<file path="src/rtl/clrp_pkg.sv">
package clrp_pkg;

    localparam int LINES_DEFAULT = 8;
    localparam int QUEUE_DEPTH   = 2;

    localparam int FUNC_W = 2;
    localparam int LIDX_W = 3;
    localparam int TAG_W  = 16;
    localparam int MET_W  = 32;
    localparam int MODE_W = 2;
    localparam int VLINE_W = 3;

    localparam logic [FUNC_W-1:0] FN_HIT   = 2'd0;
    localparam logic [FUNC_W-1:0] FN_FILL  = 2'd1;
    localparam logic [FUNC_W-1:0] FN_QUERY = 2'd2;

    localparam logic [MODE_W-1:0] MODE_LRU  = 2'd0;
    localparam logic [MODE_W-1:0] MODE_LFU  = 2'd1;
    localparam logic [MODE_W-1:0] MODE_FIFO = 2'd2;

    // Work classes handed from the front end to the back end.
    typedef enum logic [2:0] {
        K_NOP,       // no state change, plain result
        K_HIT_LRU,
        K_HIT_LFU,
        K_FILL,
        K_QUERY,     // full scan over all lines
        K_QFIX       // query under a reserved mode: answers line 0
    } kind_t;

    typedef struct packed {
        kind_t               kind;
        logic [MODE_W-1:0]   mode;
        logic [LIDX_W-1:0]   line;
        logic [TAG_W-1:0]    tag;
    } op_t;

    typedef struct packed {
        logic [TAG_W-1:0] tag;
        logic [MET_W-1:0] count;
        logic [MET_W-1:0] last;
        logic [MET_W-1:0] ins;
    } entry_t;

endpackage

</file>
<file path="src/rtl/clrp_ram.sv">
module clrp_ram #(
    parameter int WIDTH = 8,
    parameter int DEPTH = 8,
    localparam int AW = (DEPTH > 1) ? $clog2(DEPTH) : 1
) (
    input  logic             clk,
    input  logic             we,
    input  logic [AW-1:0]    waddr,
    input  logic [WIDTH-1:0] wdata,
    input  logic             re,
    input  logic [AW-1:0]    raddr,
    output logic [WIDTH-1:0] rdata
);

    logic [WIDTH-1:0] mem [DEPTH];

    always_ff @(posedge clk)
    begin
        if (we)
        begin
            mem[waddr] <= wdata;
        end
        if (re)
        begin
            rdata <= mem[raddr];
        end
    end

endmodule

</file>
<file path="src/rtl/clrp_front.sv">
module clrp_front
    import clrp_pkg::*;
#(
    parameter int LINES = LINES_DEFAULT
) (
    input  logic              clk,
    input  logic              rst_n,
    input  logic              cfg_valid,
    output logic              cfg_ready,
    input  logic [MODE_W-1:0] cfg_data,
    input  logic [FUNC_W-1:0] func,
    input  logic [LIDX_W-1:0] line_index,
    input  logic [TAG_W-1:0]  block_tag,
    output op_t               op
);

    logic [MODE_W-1:0] mode_reg;
    logic              in_range;

    assign cfg_ready = 1'b1;

    always_ff @(posedge clk or negedge rst_n)
    begin
        if (!rst_n)
        begin
            mode_reg <= MODE_LRU;
        end
        else if (cfg_valid && cfg_ready)
        begin
            mode_reg <= cfg_data;
        end
    end

    // Lines beyond the cache size are silently ignored by hits and fills.
    assign in_range = int'(line_index) < LINES;

    always_comb
    begin
        op.mode = mode_reg;
        op.line = line_index;
        op.tag  = block_tag;
        op.kind = K_NOP;
        unique case (func)
            FN_HIT:
            begin
                if (in_range && mode_reg == MODE_LRU)
                begin
                    op.kind = K_HIT_LRU;
                end
                else if (in_range && mode_reg == MODE_LFU)
                begin
                    op.kind = K_HIT_LFU;
                end
            end
            FN_FILL:
            begin
                if (in_range)
                begin
                    op.kind = K_FILL;
                end
            end
            FN_QUERY:
            begin
                op.kind = (mode_reg == MODE_LRU || mode_reg == MODE_LFU ||
                           mode_reg == MODE_FIFO) ? K_QUERY : K_QFIX;
            end
            default:
            begin
                op.kind = K_NOP;
            end
        endcase
    end

endmodule

</file>
<file path="src/rtl/clrp_queue.sv">
module clrp_queue
    import clrp_pkg::*;
#(
    parameter int DEPTH = QUEUE_DEPTH,
    localparam int PW = (DEPTH > 1) ? $clog2(DEPTH) : 1,
    localparam int CW = $clog2(DEPTH + 1)
) (
    input  logic clk,
    input  logic rst_n,
    input  logic push,
    input  op_t  push_op,
    output logic full,
    input  logic pop,
    output logic not_empty,
    output op_t  head_op
);

    op_t           slot_reg [DEPTH];
    logic [PW-1:0] wr_ptr_reg;
    logic [PW-1:0] rd_ptr_reg;
    logic [CW-1:0] count_reg;
    logic          do_push;
    logic          do_pop;

    assign full      = count_reg == CW'(DEPTH);
    assign not_empty = count_reg != '0;
    assign head_op   = slot_reg[rd_ptr_reg];
    assign do_push   = push && !full;
    assign do_pop    = pop && not_empty;

    always_ff @(posedge clk)
    begin
        if (do_push)
        begin
            slot_reg[wr_ptr_reg] <= push_op;
        end
    end

    always_ff @(posedge clk or negedge rst_n)
    begin
        if (!rst_n)
        begin
            wr_ptr_reg <= '0;
            rd_ptr_reg <= '0;
            count_reg  <= '0;
        end
        else
        begin
            if (do_push)
            begin
                wr_ptr_reg <= (wr_ptr_reg == PW'(DEPTH - 1)) ? '0 : wr_ptr_reg + 1'b1;
            end
            if (do_pop)
            begin
                rd_ptr_reg <= (rd_ptr_reg == PW'(DEPTH - 1)) ? '0 : rd_ptr_reg + 1'b1;
            end
            if (do_push && !do_pop)
            begin
                count_reg <= count_reg + 1'b1;
            end
            else if (do_pop && !do_push)
            begin
                count_reg <= count_reg - 1'b1;
            end
        end
    end

endmodule

</file>
<file path="src/rtl/clrp_back.sv">
module clrp_back
    import clrp_pkg::*;
#(
    parameter int LINES = LINES_DEFAULT,
    localparam int AW = $clog2(LINES)
) (
    input  logic               clk,
    input  logic               rst_n,
    input  logic               q_not_empty,
    input  op_t                q_op,
    output logic               q_pop,
    output logic               out_valid,
    input  logic               out_stall,
    output logic [VLINE_W-1:0] victim_line,
    output logic               victim_valid
);

    typedef enum logic [2:0] {
        S_IDLE = 3'b001,
        S_RMW  = 3'b010,
        S_SCAN = 3'b100
    } state_t;

    localparam int EW = $bits(entry_t);

    state_t             state_reg, state_next;
    op_t                op_reg, op_next;
    logic [AW-1:0]      cnt_reg, cnt_next;
    logic [AW-1:0]      best_idx_reg, best_idx_next;
    logic [MET_W-1:0]   best_reg, best_next;
    logic [MET_W-1:0]   use_clk_reg, use_clk_next;
    logic [MET_W-1:0]   fifo_clk_reg, fifo_clk_next;
    logic [LINES-1:0]   valid_reg, valid_next;
    logic               vld_rd_reg;
    logic               out_valid_reg, out_valid_next;
    logic [VLINE_W-1:0] vline_reg, vline_next;
    logic               vvalid_reg, vvalid_next;

    logic               out_free;
    logic               re;
    logic [AW-1:0]      raddr;
    logic               we;
    logic [AW-1:0]      waddr;
    entry_t             wdata;
    logic [EW-1:0]      rdata;
    entry_t             cur;
    entry_t             upd;
    logic [MET_W-1:0]   metric;
    logic               take;

    clrp_ram #(
        .WIDTH (EW),
        .DEPTH (LINES)
    ) u_meta (
        .clk   (clk),
        .we    (we),
        .waddr (waddr),
        .wdata (wdata),
        .re    (re),
        .raddr (raddr),
        .rdata (rdata)
    );

    assign out_valid    = out_valid_reg;
    assign victim_line  = vline_reg;
    assign victim_valid = vvalid_reg;
    assign out_free     = !out_valid_reg || !out_stall;

    // A line that was never written reads as all zero.
    assign cur = vld_rd_reg ? entry_t'(rdata) : '0;

    always_comb
    begin
        unique case (op_reg.mode)
            MODE_LFU:  metric = cur.count;
            MODE_FIFO: metric = cur.ins;
            default:   metric = cur.last;
        endcase
    end

    // Smaller signed metric wins; ties keep the earlier line.
    assign take = (cnt_reg == '0) || ($signed(metric) < $signed(best_reg));

    always_comb
    begin
        upd           = cur;
        use_clk_next  = use_clk_reg;
        fifo_clk_next = fifo_clk_reg;
        unique case (op_reg.kind) inside
            K_HIT_LRU:
            begin
                upd.last     = use_clk_reg + 1'b1;
                use_clk_next = use_clk_reg + 1'b1;
            end
            K_HIT_LFU:
            begin
                upd.count = cur.count + 1'b1;
            end
            K_FILL:
            begin
                if (cur.tag != op_reg.tag)
                begin
                    upd.count     = MET_W'(1);
                    upd.ins       = fifo_clk_reg;
                    fifo_clk_next = fifo_clk_reg + 1'b1;
                end
                else
                begin
                    upd.count = cur.count + 1'b1;
                end
                upd.tag      = op_reg.tag;
                upd.last     = use_clk_reg;
                use_clk_next = use_clk_reg + 1'b1;
            end
            K_NOP, K_QUERY, K_QFIX:
            begin
            end
            default:
            begin
            end
        endcase
        if (state_reg != S_RMW)
        begin
            use_clk_next  = use_clk_reg;
            fifo_clk_next = fifo_clk_reg;
        end
    end

    always_comb
    begin
        state_next     = state_reg;
        op_next        = op_reg;
        cnt_next       = cnt_reg;
        best_idx_next  = best_idx_reg;
        best_next      = best_reg;
        valid_next     = valid_reg;
        out_valid_next = out_valid_reg && out_stall;
        vline_next     = vline_reg;
        vvalid_next    = vvalid_reg;
        q_pop          = 1'b0;
        re             = 1'b0;
        raddr          = AW'(q_op.line);
        we             = 1'b0;
        waddr          = AW'(op_reg.line);
        wdata          = upd;

        unique case (state_reg)
            S_IDLE:
            begin
                // Popping only with a free output slot keeps every result
                // writable when its work finishes.
                if (q_not_empty && out_free)
                begin
                    q_pop   = 1'b1;
                    op_next = q_op;
                    unique case (q_op.kind) inside
                        K_NOP, K_QFIX:
                        begin
                            out_valid_next = 1'b1;
                            vline_next     = '0;
                            vvalid_next    = q_op.kind == K_QFIX;
                        end
                        K_HIT_LRU, K_HIT_LFU, K_FILL:
                        begin
                            re         = 1'b1;
                            raddr      = AW'(q_op.line);
                            state_next = S_RMW;
                        end
                        K_QUERY:
                        begin
                            re         = 1'b1;
                            raddr      = '0;
                            cnt_next   = '0;
                            state_next = S_SCAN;
                        end
                        default:
                        begin
                        end
                    endcase
                end
            end
            S_RMW:
            begin
                we                = 1'b1;
                valid_next[waddr] = 1'b1;
                out_valid_next    = 1'b1;
                vline_next        = '0;
                vvalid_next       = 1'b0;
                state_next        = S_IDLE;
            end
            S_SCAN:
            begin
                if (take)
                begin
                    best_next     = metric;
                    best_idx_next = cnt_reg;
                end
                if (cnt_reg == AW'(LINES - 1))
                begin
                    out_valid_next = 1'b1;
                    vline_next     = VLINE_W'(take ? cnt_reg : best_idx_reg);
                    vvalid_next    = 1'b1;
                    state_next     = S_IDLE;
                end
                else
                begin
                    re       = 1'b1;
                    raddr    = cnt_reg + 1'b1;
                    cnt_next = cnt_reg + 1'b1;
                end
            end
            default:
            begin
                state_next = S_IDLE;
            end
        endcase
    end

    always_ff @(posedge clk)
    begin
        op_reg       <= op_next;
        cnt_reg      <= cnt_next;
        best_idx_reg <= best_idx_next;
        best_reg     <= best_next;
        vline_reg    <= vline_next;
        vvalid_reg   <= vvalid_next;
        if (re)
        begin
            vld_rd_reg <= valid_reg[raddr];
        end
    end

    always_ff @(posedge clk or negedge rst_n)
    begin
        if (!rst_n)
        begin
            state_reg     <= S_IDLE;
            use_clk_reg   <= MET_W'(1);
            fifo_clk_reg  <= MET_W'(1);
            valid_reg     <= '0;
            out_valid_reg <= 1'b0;
        end
        else
        begin
            state_reg     <= state_next;
            use_clk_reg   <= use_clk_next;
            fifo_clk_reg  <= fifo_clk_next;
            valid_reg     <= valid_next;
            out_valid_reg <= out_valid_next;
        end
    end

endmodule

</file>
<file path="src/rtl/cache_line_replacement_policy.sv">
// Replacement bookkeeping for a fully associative cache of LINES lines. Each word
// on the input channel is a hit, a fill or a victim query, and each gives exactly
// one result word; only a query result has victim_valid set. Words are classified
// on entry and wait in a two-entry queue while the back end works through them
// against a single metadata RAM with one registered read port: a fill, or a hit
// under LRU or LFU, takes a read and a write, a query reads every line in turn,
// and any other word needs no RAM access. A new word is started only when the
// output register is free. The policy register is written through the
// configuration channel, which is always ready.
module cache_line_replacement_policy
    import clrp_pkg::*;
#(
    parameter int LINES = LINES_DEFAULT
) (
    input  logic               clk,
    input  logic               rst_n,
    input  logic               cfg_valid,
    output logic               cfg_ready,
    input  logic [MODE_W-1:0]  cfg_data,
    input  logic               in_valid,
    output logic               in_stall,
    input  logic [FUNC_W-1:0]  func,
    input  logic [LIDX_W-1:0]  line_index,
    input  logic [TAG_W-1:0]   block_tag,
    output logic               out_valid,
    input  logic               out_stall,
    output logic [VLINE_W-1:0] victim_line,
    output logic               victim_valid
);

    op_t  front_op;
    op_t  head_op;
    logic q_full;
    logic q_not_empty;
    logic q_pop;

    clrp_front #(
        .LINES (LINES)
    ) u_front (
        .clk        (clk),
        .rst_n      (rst_n),
        .cfg_valid  (cfg_valid),
        .cfg_ready  (cfg_ready),
        .cfg_data   (cfg_data),
        .func       (func),
        .line_index (line_index),
        .block_tag  (block_tag),
        .op         (front_op)
    );

    clrp_queue #(
        .DEPTH (QUEUE_DEPTH)
    ) u_queue (
        .clk       (clk),
        .rst_n     (rst_n),
        .push      (in_valid),
        .push_op   (front_op),
        .full      (q_full),
        .pop       (q_pop),
        .not_empty (q_not_empty),
        .head_op   (head_op)
    );

    assign in_stall = q_full;

    clrp_back #(
        .LINES (LINES)
    ) u_back (
        .clk          (clk),
        .rst_n        (rst_n),
        .q_not_empty  (q_not_empty),
        .q_op         (head_op),
        .q_pop        (q_pop),
        .out_valid    (out_valid),
        .out_stall    (out_stall),
        .victim_line  (victim_line),
        .victim_valid (victim_valid)
    );

endmodule

</file>
<file path="config.mk">
export PLATFORM = sky130hd
export DESIGN_NAME = cache_line_replacement_policy
export DESIGN_NICKNAME = d
export VERILOG_FILES = /design/src/rtl/clrp_pkg.sv /design/src/rtl/clrp_ram.sv /design/src/rtl/clrp_front.sv /design/src/rtl/clrp_queue.sv /design/src/rtl/clrp_back.sv /design/src/rtl/cache_line_replacement_policy.sv
export SDC_FILE = /design/constraint.sdc
export NUM_CORES = 2
export LEC_CHECK = 0
export BUFFER_PORTS_ARGS = -buffer_cell sky130_fd_sc_hd__buf_2
export CAP_MARGIN = 20
export CORE_MARGIN = 3
export CORE_UTILIZATION = 46
export DETAILED_ROUTE_END_ITERATION = 8
export GPL_TIMING_DRIVEN = 0
export PLACE_DENSITY = 0.67
export SYNTH_ARGS = -nofsm -noshare
export SYNTH_HDL_FRONTEND = slang
export SYNTH_HIERARCHICAL = 1
export SYNTH_SLANG_ARGS = --single-unit
</file>
<file path="constraint.sdc">
create_clock -name clk -period 17.9 [get_ports clk]
set_input_delay 0 -clock clk [delete_from_list [all_inputs] [get_ports clk]]
set_output_delay 0 -clock clk [all_outputs]
set_load 0.05 [all_outputs]
</file>
==> metrics.md <==
| Metric | Value |
|---|---|
| H-tree levels | 3 |
| Syn Nets | 2745 |
| Max-slew violation count | 0 |
| DP Cell Count | 4158 |
| FILL cells | 8030 |
| Sink Count | 1205 |
| Top-level port count | 35 |
| WS Path Type | register to register |
| Endpoints failing hold | 0 |
| Area contributors post-synth | edfxtp_1 (68%), mux4_2 (10%), dfrtp_1 (4.0%), mux2_4 (2.2%), mux2_2 (1.6%) |
| Vias/cell | ~6 |
| Total Wirelength | 115000 um |
| Min-delay worst type | input pin to register |
| Maximum Capacitance Violations | 0 |
| Distinct cells, synth | 71 |
| Seq/Total Area, Yosys | about 72% |
| Commonest register cell after synthesis | edfxtp_1 |
| CP Data Required Time | 18.29 ns |
| Number of global-route vias before repair | around 27000 |
| Clk_lat worst skew | 0.70 ns |
| Clock tree from TritonCTS | built |
| Top cells by count, synth | edfxtp_1 (1123), mux4_2 (224), nand2_1 (172) |
| Die area | 112000 sq um |
| Worst slew margin | about 28% |
| Initial core utilization | 46.7% |
| Avg Inst Size Synth | 18.5 sq um |
| Dpl hpwl | about 76000 um |
| # rows | 119 |
| CP endpoint kind | register |
| DRT iter0 DRCs | 2774 |
| FFs w/ async S/R, synth | 6.80% |
| Drt drc | 0 |
| Ant. Diodes | 0 |
| Clock buffer depth | 3 |
| R2R cell count | 14 |
| P_leak | 19.5 nW |
| CTS root buf | clkbuf_16 |
| Number of enable flip-flop cells after synthesis | 1123 |
| Layout Nets | 2999 |
| Synthesized cell area | 49600 sq um |
| Crit path DAT | ~6.9 ns |
| Share of the synthesized area in the top cell type | 68.0% |
| GRT overflow | 0 |
| Pre-antenna DRT Iters | 7 |
| Synth warn | 6 |
| CTS resizes | 0 |
| Final setup violation count | 0 |
| Via count | ~26000 |
| Post-Layout Cell Count | 4419 |
| Clock buffer count from CTS | 114 |
| Finished Cell Area | 57100 sq um |
| Total power | between 0.009 and 0.01 W |
| R2R setup slack | 11.41 ns |
| Peak supply drop | 0.150 mV |
| Period minus WS final | 6.49 ns |
| Worst Tran Pin Value | around 1.1 ns |
| WHS | around 0.044 ns |
| Clock slew at reported path FFs | 0.06 ns |
| Tcrit/Tclk final | 36.3% |
| Max FFs per register | 896 |
| Post-Syn Instances | roughly 2700 |
| Status | complete, no violations |
| IO Port Bufs | 14 |
| CP endpoint | u_back/best_reg[20]$_DFFE_PP_ |
| First-pass GRT wire length | 173000 um |
| Most common cell in the synthesized netlist | edfxtp_1 |
| Routed WL per cell | ~26 um |
| Area of the core | ~110000 sq um |
| Top fanout value on the critical path | 12 |
| RSZ-0062 raised after global routing | false |
| Share of layout cells above drive strength 1 | 24.2% |
| Initial antenna violation count | 1 |
| Antenna viol nets, final | 0 |
| Pwr/cell area | 172 nW/um^2 |
| Max Clock Skew | 0.0315 ns |
| Area grow syn2layout | 15.2% |
| Largest net degree at the start of global routing | 61 |
| Setup TNS | 0 ns |
| Cell area after placement | 52700 sq um |
| Peak Freq | 0.154 GHz |
| Routability cong. | about 0.86 |
| Die X | 334 um |
| Startpoint type of the worst setup path | register |
| Cell taking the most area after synthesis | edfxtp_1 |
| Die H | between 300 and 400 um |
| Total GRT Usage | 20.7% |
| Crit path from | u_back/vld_rd_reg$_DFFE_PP_ |
| R2R Path End | u_back/best_reg[20]$_DFFE_PP_ |
| Yosys reg bits | 1205 |
| Reg2Reg Launch Point | u_back/vld_rd_reg$_DFFE_PP_ |
## metal layers
metal,GRT usage (%),routed length [um],up-vias
li1,-,-,11100
met1,29.1,47700,13600
met2,33.6,55700,1048
met3,2.95,8270,180
met4,7.18,3570,0
met5,0,0,-
## stage by stage
step | util (%) | setup slack (ns)
final | 53.8 | 11.41
after global routing | 53.8 | 11.22
after CTS | 53.8 | 11.51
after detailed placement | 49.6 | 11.54
after global placement | 48.4 | -1.59
after floorplan | - | 8.16
## layout make-up
class | count | area, sq um | share of cell area (%)
Sequential cell | 1205 | 35800 | 62.7
Multi-Input combinational cell | 1264 | 12800 | 22.3
Clock buffer | 130 | 2920 | 5.12
Timing Repair Buffer | 138 | 1810 | 3.16
Tap cell | 1391 | 1740 | 3.05
Clock inverter | 83 | 982 | 1.72
Buffer | 153 | 903 | 1.58
Inverter | 55 | 211 | 0.370
## where the power goes
group          switching, W  internal [W]
clock network       0.00104       0.00145
logic               0.00183       0.00132
registers          0.000330       0.00386
## critical path, cell delays in order, from the launching register on
cell and delay [ns]:
edfxtp_1 0.49, clkbuf_1 0.75, clkbuf_1 0.65, clkbuf_1 0.68
clkbuf_1 0.43, o211a_1 0.25, ha_1 0.41, nand4_2 0.21
or4_4 0.61, or4_4 0.44, o32ai_4 0.43, nor4b_1 0.16
nor3_2 0.19, buf_6 0.20, buf_4 0.24
## cells by family after synthesis
family | share of synthesized area, %
AOI/OAI and AO/OA | 3.16
xor gates and xnor gates | 2.44
adders and majority gates | 1.01
buffers and inverters | 2.24
DFF | 72.2
muxes | 14.1
other | 0.00756
and+or+nand+nor | 4.92
## cell usage in the layout, fill, tap and decap left out, types with 20 or more instances in the layout
cell	Yosys	routed
a221o_1	32	32
buf_12	4	29
buf_2	22	37
buf_4	20	23
buf_6	11	43
clkbuf_1	77	92
clkbuf_16	0	114
clkinv_1	0	20
dfrtp_1	79	79
dlygate4sd3_1	0	44
edfxtp_1	1123	1123
ha_1	40	40
inv_1	55	54
mux2_2	69	69
mux2_4	71	71
mux4_2	224	224
nand2_1	172	172
nand3_1	93	93
nand4_1	31	31
nor2_1	91	84
o211a_1	32	32
o21ai_0	41	41
o21ai_1	41	41
xnor2_1	87	87
xor2_1	51	51
## how the worst min path moves through the flow
stage | end | cells past startpoint | start
after floorplan | u_back/fifo_clk_reg[10]$_DFFE_PN0P_ | 0 | rst_n
after global placement | u_queue/slot_reg[0][9]$_DFFE_PP_ | 1 | block_tag[9]
after detailed placement | u_back/use_clk_reg[4]$_DFFE_PN0P_ | 1 | rst_n
after CTS | u_queue/slot_reg[1][10]$_DFFE_PP_ | 2 | block_tag[10]
after global routing | u_queue/slot_reg[0][14]$_DFFE_PP_ | 2 | block_tag[14]
final | u_queue/slot_reg[1][10]$_DFFE_PP_ | 2 | block_tag[10]
## timing repair
action	CTS	global route
endpoints found under the hold margin	168	0
setup buffers	0	0
hold buffers	45	0
Power figures use the tool's default switching activity.
